===== config.mk =====
export PLATFORM = sky130hd
export DESIGN_NAME = sleep_timer_table_flat
export DESIGN_NICKNAME = d
export VERILOG_FILES = /design/src/hw/rtl/stt_pkg.sv /design/src/hw/rtl/stt_req_if.sv /design/src/hw/rtl/stt_rsp_if.sv /design/src/hw/rtl/stt_alu.sv /design/src/hw/rtl/stt_slot_mem.sv /design/src/hw/rtl/sleep_timer_table.sv /design/src/flat_wrapper.sv
export VERILOG_INCLUDE_DIRS = /design/src /design/src/hw/rtl
export SDC_FILE = /design/constraint.sdc
export NUM_CORES = 2
export LEC_CHECK = 0
export ABC_AREA = 1
export BUFFER_PORTS_ARGS = -buffer_cell sky130_fd_sc_hd__clkbuf_2
export CAP_MARGIN = 10
export CORE_ASPECT_RATIO = 1.1
export CORE_MARGIN = 2
export CORE_UTILIZATION = 60
export CTS_CLUSTER_DIAMETER = 200
export DETAILED_ROUTE_END_ITERATION = 6
export GPL_TIMING_DRIVEN = 0
export HOLD_SLACK_MARGIN = 0.08
export PLACE_DENSITY_LB_ADDON = 0.05
export SYNTH_ARGS = -nofsm -noshare
export SYNTH_HDL_FRONTEND = slang
export SYNTH_SLANG_ARGS = --single-unit
export TNS_END_PERCENT = 1

===== constraint.sdc =====
create_clock -name clock -period 10.46 [get_ports clock]
set_input_delay 0.523 -clock clock [delete_from_list [all_inputs] [get_ports clock]]
set_output_delay 0.523 -clock clock [all_outputs]
set_load 0.005 [all_outputs]

===== src/hw/rtl/sleep_timer_table_defines.svh =====
// assertion macros for the sleep timer table
`ifndef SLEEP_TIMER_TABLE_DEFINES_SVH
`define SLEEP_TIMER_TABLE_DEFINES_SVH

// same-cycle implication, checked outside reset
`define STT_ASSERT_NOW(label, clk, rst, ante, cons, msg) \
   label: assert property (@(posedge clk) disable iff (rst) (ante) |-> (cons)) \
      else $error(msg);

// next-cycle implication, checked outside reset
`define STT_ASSERT_NEXT(label, clk, rst, ante, cons, msg) \
   label: assert property (@(posedge clk) disable iff (rst) (ante) |=> (cons)) \
      else $error(msg);

`endif


===== src/hw/rtl/stt_pkg.sv =====
// shared types and constants for the sleep timer table
`timescale 1ns / 1ps

package stt_pkg;

   localparam int SLOTS_DEFAULT        = 32;
   localparam int PROCESS_BITS_DEFAULT = 8;
   localparam int REM_BITS             = 32;
   localparam int INTERVAL_BITS        = 10;
   localparam int OUT_PROC_BITS        = 8;

   localparam logic [REM_BITS-1:0]      USEC_PER_SEC   = 32'd1000000;
   localparam logic [REM_BITS-1:0]      USEC_PER_MS    = 32'd1000;
   localparam logic [INTERVAL_BITS-1:0] INTERVAL_RESET = 10'd10;

   typedef enum logic [1:0] {
      MODE_TICK      = 2'd0,
      MODE_SLEEP_SEC = 2'd1,
      MODE_SLEEP_US  = 2'd2,
      MODE_UNUSED    = 2'd3
   } mode_type;

   typedef enum logic [1:0] {
      ST_IDLE,
      ST_SCALE,
      ST_SCAN,
      ST_FINISH
   } state_type;

   typedef enum logic {
      ALU_MUL,
      ALU_SUB
   } alu_op_type;

   typedef struct packed {
      alu_op_type          op;
      logic [REM_BITS-1:0] a;
      logic [REM_BITS-1:0] b;
   } alu_ctl_type;

   typedef struct packed {
      logic [REM_BITS-1:0] value;
      logic                le;
   } alu_res_type;

endpackage


===== src/hw/rtl/stt_req_if.sv =====
// request channel: tick or sleep beats into the table
`timescale 1ns / 1ps

interface stt_req_if;
   logic        valid;
   logic        ready;
   logic [1:0]  mode;
   logic [7:0]  process_id;
   logic [31:0] duration;

   modport source (output valid, mode, process_id, duration, input ready);
   modport sink (input valid, mode, process_id, duration, output ready);
endinterface


===== src/hw/rtl/stt_rsp_if.sv =====
// response channel: wake and status beats out of the table
`timescale 1ns / 1ps

interface stt_rsp_if;
   logic        valid;
   logic        ready;
   logic        woken_valid;
   logic [7:0]  woken_process;
   logic        table_full;
   logic [31:0] tick_total;
   logic        last_result;

   modport source (output valid, woken_valid, woken_process, table_full, tick_total,
                   last_result, input ready);
   modport sink (input valid, woken_valid, woken_process, table_full, tick_total,
                 last_result, output ready);
endinterface


===== src/hw/rtl/stt_alu.sv =====
// shared multiply and compare-subtract unit
`timescale 1ns / 1ps

module stt_alu (
   input  stt_pkg::alu_ctl_type ctl,
   output stt_pkg::alu_res_type res
);

   logic [2*stt_pkg::REM_BITS-1:0] product;
   logic [stt_pkg::REM_BITS-1:0]   product_sat;

   assign product     = {{stt_pkg::REM_BITS{1'b0}}, ctl.a} * {{stt_pkg::REM_BITS{1'b0}}, ctl.b};
   assign product_sat = (product[2*stt_pkg::REM_BITS-1:stt_pkg::REM_BITS] != '0)
                        ? {stt_pkg::REM_BITS{1'b1}}
                        : product[stt_pkg::REM_BITS-1:0];

   always_comb begin
      res.le = (ctl.a <= ctl.b);
      unique case (ctl.op)
         stt_pkg::ALU_MUL: res.value = product_sat;
         stt_pkg::ALU_SUB: res.value = ctl.a - ctl.b;
         default:          res.value = ctl.a - ctl.b;
      endcase
   end

endmodule


===== src/hw/rtl/stt_slot_mem.sv =====
// slot memory: one write port, one registered read port
`timescale 1ns / 1ps

module stt_slot_mem #(
   parameter int DEPTH = stt_pkg::SLOTS_DEFAULT,
   parameter int WIDTH = stt_pkg::REM_BITS + stt_pkg::PROCESS_BITS_DEFAULT,
   parameter int AW    = $clog2(DEPTH)
) (
   input  logic             clock,
   input  logic             wr_en,
   input  logic [AW-1:0]    wr_addr,
   input  logic [WIDTH-1:0] wr_data,
   input  logic [AW-1:0]    rd_addr,
   output logic [WIDTH-1:0] rd_data
);

   logic [WIDTH-1:0] mem [DEPTH];
   logic [WIDTH-1:0] rd_data_ff;

   always_ff @(posedge clock) begin
      if (wr_en) begin
         mem[wr_addr] <= wr_data;
      end
      rd_data_ff <= mem[rd_addr];
   end

   assign rd_data = rd_data_ff;

endmodule


===== src/hw/rtl/sleep_timer_table.sv =====
// sleep timer table top level: sequencer, slot walk and response register
//
//   channel | dir | beat contents
//   --------+-----+-------------------------------------------------------------
//   req     | in  | mode, process_id, duration
//   rsp     | out | woken_valid, woken_process, table_full, tick_total, last_result
//   csr     | in  | csr_wr_en, csr_wr_data (tick_interval_ms)
//
// sleep request: accept, scale/store, finish; unused mode skips the store
// tick: accept, a walk step per occupied slot through the shared compare-subtract unit and
//   the single slot memory read port, an end-of-walk step and a finish step
// req.ready is high only while idle; rsp stalls freeze the slot walk on a wake
// reset is synchronous and empties the table; no clearing pass is needed
`timescale 1ns / 1ps
`include "sleep_timer_table_defines.svh"

module sleep_timer_table #(
   parameter int SLOTS        = stt_pkg::SLOTS_DEFAULT,
   parameter int PROCESS_BITS = stt_pkg::PROCESS_BITS_DEFAULT
) (
   input  logic                               clock,
   input  logic                               reset,
   input  logic                               csr_wr_en,
   input  logic [stt_pkg::INTERVAL_BITS-1:0]  csr_wr_data,
   stt_req_if.sink                            req,
   stt_rsp_if.source                          rsp
);

   localparam int AW      = $clog2(SLOTS);
   localparam int CW      = $clog2(SLOTS + 1);
   localparam int WW      = stt_pkg::REM_BITS + PROCESS_BITS;
   localparam int PB_KEEP = (PROCESS_BITS < 8) ? PROCESS_BITS : 8;

   stt_pkg::state_type state_ff, state_in;
   stt_pkg::mode_type  mode_ff, mode_in;

   logic [stt_pkg::INTERVAL_BITS-1:0] interval_ff;
   logic [31:0]                       tick_ff, tick_in;
   logic [CW-1:0]                     count_ff, count_in;
   logic [CW-1:0]                     idx_ff, idx_in;
   logic [CW-1:0]                     keep_ff, keep_in;
   logic [CW-1:0]                     idx_next;
   logic [stt_pkg::REM_BITS-1:0]      amount_ff, amount_in;
   logic [stt_pkg::REM_BITS-1:0]      dur_ff, dur_in;
   logic [PROCESS_BITS-1:0]           pid_ff, pid_in;
   logic                              full_ff, full_in;
   logic                              pend_valid_ff, pend_valid_in;
   logic [PROCESS_BITS-1:0]           pend_proc_ff, pend_proc_in;

   logic                                rsp_valid_ff, rsp_valid_in;
   logic                                rsp_woken_valid_ff, rsp_woken_valid_in;
   logic [stt_pkg::OUT_PROC_BITS-1:0]   rsp_proc_ff, rsp_proc_in;
   logic                                rsp_full_ff, rsp_full_in;
   logic [31:0]                         rsp_tick_ff, rsp_tick_in;
   logic                                rsp_last_ff, rsp_last_in;
   logic                                out_free;

   stt_pkg::alu_ctl_type alu_ctl;
   stt_pkg::alu_res_type alu_res;

   logic                         mem_wr_en;
   logic [AW-1:0]                mem_wr_addr;
   logic [WW-1:0]                mem_wr_data;
   logic [AW-1:0]                mem_rd_addr;
   logic [WW-1:0]                mem_rd_data;
   logic [stt_pkg::REM_BITS-1:0] rd_rem;
   logic [PROCESS_BITS-1:0]      rd_proc;
   logic [stt_pkg::REM_BITS-1:0] scaled_us;

   stt_alu u_alu (
      .ctl (alu_ctl),
      .res (alu_res)
   );

   stt_slot_mem #(
      .DEPTH (SLOTS),
      .WIDTH (WW),
      .AW    (AW)
   ) u_slot_mem (
      .clock   (clock),
      .wr_en   (mem_wr_en),
      .wr_addr (mem_wr_addr),
      .wr_data (mem_wr_data),
      .rd_addr (mem_rd_addr),
      .rd_data (mem_rd_data)
   );

   assign rd_rem   = mem_rd_data[WW-1:PROCESS_BITS];
   assign rd_proc  = mem_rd_data[PROCESS_BITS-1:0];
   assign idx_next = idx_ff + CW'(1);
   assign out_free = !rsp_valid_ff || rsp.ready;

   assign req.ready         = (state_ff == stt_pkg::ST_IDLE);
   assign rsp.valid         = rsp_valid_ff;
   assign rsp.woken_valid   = rsp_woken_valid_ff;
   assign rsp.woken_process = rsp_proc_ff;
   assign rsp.table_full    = rsp_full_ff;
   assign rsp.tick_total    = rsp_tick_ff;
   assign rsp.last_result   = rsp_last_ff;

   always_ff @(posedge clock) begin
      if (reset) begin
         state_ff      <= stt_pkg::ST_IDLE;
         interval_ff   <= stt_pkg::INTERVAL_RESET;
         tick_ff       <= '0;
         count_ff      <= '0;
         idx_ff        <= '0;
         keep_ff       <= '0;
         full_ff       <= 1'b0;
         pend_valid_ff <= 1'b0;
         rsp_valid_ff  <= 1'b0;
      end else begin
         state_ff      <= state_in;
         tick_ff       <= tick_in;
         count_ff      <= count_in;
         idx_ff        <= idx_in;
         keep_ff       <= keep_in;
         full_ff       <= full_in;
         pend_valid_ff <= pend_valid_in;
         rsp_valid_ff  <= rsp_valid_in;
         if (csr_wr_en) begin
            interval_ff <= csr_wr_data;
         end
      end
   end

   always_ff @(posedge clock) begin
      mode_ff            <= mode_in;
      amount_ff          <= amount_in;
      dur_ff             <= dur_in;
      pid_ff             <= pid_in;
      pend_proc_ff       <= pend_proc_in;
      rsp_woken_valid_ff <= rsp_woken_valid_in;
      rsp_proc_ff        <= rsp_proc_in;
      rsp_full_ff        <= rsp_full_in;
      rsp_tick_ff        <= rsp_tick_in;
      rsp_last_ff        <= rsp_last_in;
   end

   always_comb begin
      state_in      = state_ff;
      mode_in       = mode_ff;
      tick_in       = tick_ff;
      count_in      = count_ff;
      idx_in        = idx_ff;
      keep_in       = keep_ff;
      amount_in     = amount_ff;
      dur_in        = dur_ff;
      pid_in        = pid_ff;
      full_in       = full_ff;
      pend_valid_in = pend_valid_ff;
      pend_proc_in  = pend_proc_ff;

      rsp_valid_in       = rsp_valid_ff && !rsp.ready;
      rsp_woken_valid_in = rsp_woken_valid_ff;
      rsp_proc_in        = rsp_proc_ff;
      rsp_full_in        = rsp_full_ff;
      rsp_tick_in        = rsp_tick_ff;
      rsp_last_in        = rsp_last_ff;

      alu_ctl.op  = stt_pkg::ALU_SUB;
      alu_ctl.a   = rd_rem;
      alu_ctl.b   = amount_ff;
      scaled_us   = dur_ff;
      mem_wr_en   = 1'b0;
      mem_wr_addr = keep_ff[AW-1:0];
      mem_wr_data = {alu_res.value, rd_proc};
      mem_rd_addr = idx_ff[AW-1:0];

      unique case (state_ff)
         stt_pkg::ST_IDLE: begin
            alu_ctl.op  = stt_pkg::ALU_MUL;
            alu_ctl.a   = stt_pkg::REM_BITS'(interval_ff);
            alu_ctl.b   = stt_pkg::USEC_PER_MS;
            mem_rd_addr = '0;
            if (req.valid) begin
               mode_in       = stt_pkg::mode_type'(req.mode);
               dur_in        = req.duration;
               pid_in        = PROCESS_BITS'(req.process_id[PB_KEEP-1:0]);
               full_in       = 1'b0;
               pend_valid_in = 1'b0;
               unique case (stt_pkg::mode_type'(req.mode))
                  stt_pkg::MODE_TICK: begin
                     tick_in   = tick_ff + 32'd1;
                     amount_in = alu_res.value;
                     idx_in    = '0;
                     keep_in   = '0;
                     state_in  = stt_pkg::ST_SCAN;
                  end
                  stt_pkg::MODE_SLEEP_SEC,
                  stt_pkg::MODE_SLEEP_US: state_in = stt_pkg::ST_SCALE;
                  stt_pkg::MODE_UNUSED:   state_in = stt_pkg::ST_FINISH;
                  default:                state_in = stt_pkg::ST_FINISH;
               endcase
            end
         end

         stt_pkg::ST_SCALE: begin
            alu_ctl.op = stt_pkg::ALU_MUL;
            alu_ctl.a  = dur_ff;
            alu_ctl.b  = stt_pkg::USEC_PER_SEC;
            if (mode_ff == stt_pkg::MODE_SLEEP_SEC) begin
               scaled_us = alu_res.value;
            end
            if (count_ff == CW'(SLOTS)) begin
               full_in = 1'b1;
            end else begin
               mem_wr_en   = 1'b1;
               mem_wr_addr = count_ff[AW-1:0];
               mem_wr_data = {scaled_us, pid_ff};
               count_in    = count_ff + CW'(1);
            end
            state_in = stt_pkg::ST_FINISH;
         end

         stt_pkg::ST_SCAN: begin
            if (idx_ff == count_ff) begin
               count_in = keep_ff;
               state_in = stt_pkg::ST_FINISH;
            end else if (alu_res.le) begin
               if (!pend_valid_ff || out_free) begin
                  if (pend_valid_ff) begin
                     rsp_valid_in       = 1'b1;
                     rsp_woken_valid_in = 1'b1;
                     rsp_proc_in        = stt_pkg::OUT_PROC_BITS'(pend_proc_ff);
                     rsp_full_in        = 1'b0;
                     rsp_tick_in        = tick_ff;
                     rsp_last_in        = 1'b0;
                  end
                  pend_valid_in = 1'b1;
                  pend_proc_in  = rd_proc;
                  idx_in        = idx_next;
                  mem_rd_addr   = idx_next[AW-1:0];
               end
            end else begin
               mem_wr_en   = 1'b1;
               keep_in     = keep_ff + CW'(1);
               idx_in      = idx_next;
               mem_rd_addr = idx_next[AW-1:0];
            end
         end

         stt_pkg::ST_FINISH: begin
            if (out_free) begin
               rsp_valid_in       = 1'b1;
               rsp_woken_valid_in = pend_valid_ff;
               rsp_proc_in        = pend_valid_ff
                                    ? stt_pkg::OUT_PROC_BITS'(pend_proc_ff)
                                    : '0;
               rsp_full_in        = full_ff;
               rsp_tick_in        = tick_ff;
               rsp_last_in        = 1'b1;
               state_in           = stt_pkg::ST_IDLE;
            end
         end

         default: state_in = stt_pkg::ST_IDLE;
      endcase
   end

   `STT_ASSERT_NOW(a_count_bound, clock, reset, 1'b1, count_ff <= CW'(SLOTS), "entry count beyond table depth")
   `STT_ASSERT_NOW(a_keep_behind, clock, reset, state_ff == stt_pkg::ST_SCAN, keep_ff <= idx_ff && idx_ff <= count_ff, "compaction pointer ahead of walk")
   `STT_ASSERT_NOW(a_write_state, clock, reset, mem_wr_en, state_ff == stt_pkg::ST_SCAN || state_ff == stt_pkg::ST_SCALE, "slot write outside scale or scan")
   `STT_ASSERT_NEXT(a_tick_hold, clock, reset, !reset && !(req.valid && req.ready && req.mode == stt_pkg::MODE_TICK), $stable(tick_ff), "tick counter moved without a tick beat")

endmodule

===== src/flat_wrapper.sv =====
// flat-port wrapper written by rule: the top's interface ports become plain ports
module sleep_timer_table_flat 
#(
   parameter int SLOTS        = stt_pkg::SLOTS_DEFAULT,
   parameter int PROCESS_BITS = stt_pkg::PROCESS_BITS_DEFAULT
)
  (clock, reset, csr_wr_en, csr_wr_data, req_valid, req_mode, req_process_id, req_duration, req_ready, rsp_valid, rsp_woken_valid, rsp_woken_process, rsp_table_full, rsp_tick_total, rsp_last_result, rsp_ready);
  stt_req_if req_i ();
  stt_rsp_if rsp_i ();
  input  logic clock;
  input  logic reset;
  input  logic csr_wr_en;
  input  logic [stt_pkg::INTERVAL_BITS-1:0] csr_wr_data;
  input wire logic [$bits(req_i.valid)-1:0] req_valid;
  input wire logic [$bits(req_i.mode)-1:0] req_mode;
  input wire logic [$bits(req_i.process_id)-1:0] req_process_id;
  input wire logic [$bits(req_i.duration)-1:0] req_duration;
  output wire logic [$bits(req_i.ready)-1:0] req_ready;
  output wire logic [$bits(rsp_i.valid)-1:0] rsp_valid;
  output wire logic [$bits(rsp_i.woken_valid)-1:0] rsp_woken_valid;
  output wire logic [$bits(rsp_i.woken_process)-1:0] rsp_woken_process;
  output wire logic [$bits(rsp_i.table_full)-1:0] rsp_table_full;
  output wire logic [$bits(rsp_i.tick_total)-1:0] rsp_tick_total;
  output wire logic [$bits(rsp_i.last_result)-1:0] rsp_last_result;
  input wire logic [$bits(rsp_i.ready)-1:0] rsp_ready;
  assign req_i.valid = req_valid;
  assign req_i.mode = req_mode;
  assign req_i.process_id = req_process_id;
  assign req_i.duration = req_duration;
  assign req_ready = req_i.ready;
  assign rsp_valid = rsp_i.valid;
  assign rsp_woken_valid = rsp_i.woken_valid;
  assign rsp_woken_process = rsp_i.woken_process;
  assign rsp_table_full = rsp_i.table_full;
  assign rsp_tick_total = rsp_i.tick_total;
  assign rsp_last_result = rsp_i.last_result;
  assign rsp_i.ready = rsp_ready;
  sleep_timer_table #(.SLOTS(SLOTS), .PROCESS_BITS(PROCESS_BITS)) u_core (.clock(clock), .reset(reset), .csr_wr_en(csr_wr_en), .csr_wr_data(csr_wr_data), .req(req_i), .rsp(rsp_i));
endmodule

==> metrics.yaml <==
maxSlewHeadroom: 0.0701
synthTopCellsByArea: "edfxtp_1, fa_1, nand2_1"
grt_max_degree: 44
via_count: 80000
coreArea_mm2: 0.162
die_y_um: 427
avgRoutedWirePerCell_um: 30.8
io_pins: 102
worst_path_most_repeated_cell: "fa_1"
clk_pin_slew_ns: 0.06
routed_wl_mm: 396
fin_ws_ns: -0.00699
drc_errors: 36
stdcell_count: 12900
max_stage_delay_ns: 0.98
drv_slew: 0
place_inst: 12400
die_x_um: 389
initial_core_util: 0.603
drive_gt1_frac: 0.127
wl_met1_mm: 123
netlist.area_leader.share: 0.432
ys.flop_type: "edfxtp_1"
cts_buffers: 148
tightest_slew_ns: 1.39
avgViaCountPerCell: 6.22
ys_async_sr_fraction: 0
clock_sinks: 1510
r2r_slack_ns: -0.007
yosysSeqAreaShare: 0.454
violations: "design-rule violations, negative setup slack"
setup.worst_path.start: "u_core.u_slot_mem.rd_data[16]$_DFF_P_"
place_area_mm2: 0.103
placementRows: 155
synth_nets: 11300
layout_commonest_cell: "nand2_1"
gp_congestion: 1.13
utilization: 0.695
setup_viol: 1
final_cell_mix: "nand2_1, inv_1, edfxtp_1"
first_pass_iters: 7
status: "complete, but fails checks"
grt_antenna_before_repair: 33
syn2layout_area_growth_pct: 15.2
postLayoutCellArea_mm2: 0.113
hold_path.class: "input pin to register"
synth_area_leader_cell: "edfxtp_1"
synth-edff-count: 1405
rsz0062_at_grt: "yes"
cts_buffer_depth: 3
synth-seq-cells: 1510
crit_end: "u_core.u_slot_mem.mem[6][35]$_DFFE_PP_"
grt_pass1_vias: 78800
met3_length_mm: 50.6
ys_types: 53
skew_ns: 0.0742
setup_tns_ns: -0.00699
grt-ovfl-total: 0
die_area_mm2: 0.166
cp-end-kind: "register"
critPathKind: "register to register"
path_max_fanout: 16
timing.rr.end: "u_core.u_slot_mem.mem[6][35]$_DFFE_PP_"
startpoint_type: "register"
cp_data_required_time_ns: 11.00
slowest_stage: "dfxtp_1"
ant_nets: 0
layout_min_cycle_time_ns: 10.47
r2r_cells: 37
max_freq_mhz: 95.5
top_layer_used: "met5"
cap_violations: 0
arrival_ns: 11.01
syn_avg_cell_area_um2: 9.71
io_buffers: 100
wl_met2_mm: 174
final_net_count: 11900
netlist_area_mm2: 0.0977
cts_htree_levels: 4
synthesis.instances: 10100
hold_viol: 0
cts_tree: "yes"
clock-root-buffer: "clkbuf_16"
r2r_start: "u_core.u_slot_mem.rd_data[16]$_DFF_P_"
dp_hpwl_mm: 296
drt_iter0_drc: 10900
yosys_warnings: 0
grt_pass1_wl_mm: 555
fin_crit_sh: 1.00
clock_latency_ns: 0.84
grt_usage: 0.480
-- cells in the mapped netlist (4+ instances only) --
| cell | number |
|---|---|
| a21oi_1 | 191 |
| buf_1 | 25 |
| buf_2 | 200 |
| fa_1 | 897 |
| dfxtp_1 | 105 |
| o211ai_1 | 8 |
| or2_2 | 11 |
| nor2_1 | 938 |
| nand3_2 | 4 |
| nand2_1 | 2392 |
| inv_1 | 1444 |
| a211oi_1 | 6 |
| edfxtp_1 | 1405 |
| clkinv_1 | 26 |
| nor3b_1 | 5 |
| a21boi_0 | 5 |
| o21a_1 | 9 |
| o22ai_1 | 6 |
| buf_4 | 13 |
| ha_1 | 337 |
| o21ai_0 | 133 |
| o21ai_1 | 9 |
| nor4_1 | 17 |
| clkbuf_1 | 219 |
| xor2_1 | 43 |
| buf_6 | 26 |
| a31oi_1 | 15 |
| xnor2_1 | 24 |
| nor3_1 | 44 |
| inv_2 | 6 |
| o21bai_1 | 19 |
| nand4_1 | 35 |
| nand2_2 | 12 |
| nand3_1 | 1376 |
| a21o_1 | 20 |
-- routing by layer --
layer,global-route usage,up-vias
li1,-,33400
met1,0.537,38900
met2,0.733,6009
met3,0.150,1777
met4,0.451,16
met5,0.00462,-
-- cell families (layout without fill, tap and decap cells) --
logic type,after synthesis,after routing,share of synthesized area
simple gates,4851,4861,0.208
buf+inv,1960,2611,0.0804
flops,1510,1510,0.454
fa+ha+maj,1234,1234,0.227
compound gates,435,435,0.0249
xor+xnor,67,67,0.00601
other cells,0,23,0
-- worst min-delay path by stage --
stage	start	endpoint	cells after the start
global placement	u_core.tick_ff[20]$_SDFFE_PP0P_	u_core.rsp.tick_total[20]$_DFFE_PP_	0
CTS	req_valid	u_core.full_ff$_SDFFE_PP0P_	5
global route	req_valid	u_core.full_ff$_SDFFE_PP0P_	5
finish	req_valid	u_core.full_ff$_SDFFE_PP0P_	5
floorplan	u_core.tick_ff[20]$_SDFFE_PP0P_	u_core.rsp.tick_total[20]$_DFFE_PP_	0
detailed placement	u_core.u_slot_mem.rd_data[6]$_DFF_P_	u_core.pend_proc_ff[6]$_DFFE_PP_	0
-- critical path: cells and delay by family (launching register included) --
family	cells	cell delay [ns]
and+or+nand+nor	16	2.98
AOI/OAI and AO/OA	1	0.22
buffers and inverters	10	1.60
adders and majority gates	10	4.34
DFF	1	0.98
-- stage by stage --
step | hold WS [ns] | setup WS, ns
after floorplan | 0.408 | 0.841
after global placement | 0.416 | -4.94
after detailed placement | 0.414 | -3.98
after CTS | 0.139 | -0.0350
after global routing | 0.211 | -0.0226
final | 0.207 | -0.00699
-- area by class of cell --
class / instances / area (µm²)
antenna: 23 / 57.6
buffer: 479 / 2880
clock buffer: 183 / 3930
clock inverter: 93 / 971
fill: 12300 / 49400
inverter: 1477 / 5680
multi-input combinational: 6597 / 47900
sequential: 1510 / 44300
tap: 2119 / 2650
timing repair buffer: 378 / 4130
timing repair inverter: 1 / 5.00
-- repair_timing --
| action | 4_1_cts | 5_1_grt |
|---|---|---|
| pin swaps | 47 | 76 |
| buffers inserted | 42 | 67 |
| resized for setup | 527 | 360 |
| hold buffers | 58 | 0 |
| hold endpoints to repair | 53 | 0 |
| endpoints found under the setup margin | 1056 | 1055 |
| gates cloned | 12 | 2 |
-- state kept, by name (all words and copies together) (netlist names), 8 cells and up --
name                       count
u_core.amount_ff              32
u_core.pid_ff                  8
u_core.rsp.tick_total         32
u_core.pend_proc_ff            8
u_core.u_slot_mem.mem       1280
u_core.tick_ff                32
u_core.rsp.woken_process       8
u_core.interval_ff            10
u_core.dur_ff                 32
u_core.u_slot_mem.rd_data     40
Power is left out: the tool's default activity adds up to more than one toggle a clock period on the data nets, which glitch-free logic cannot reach.
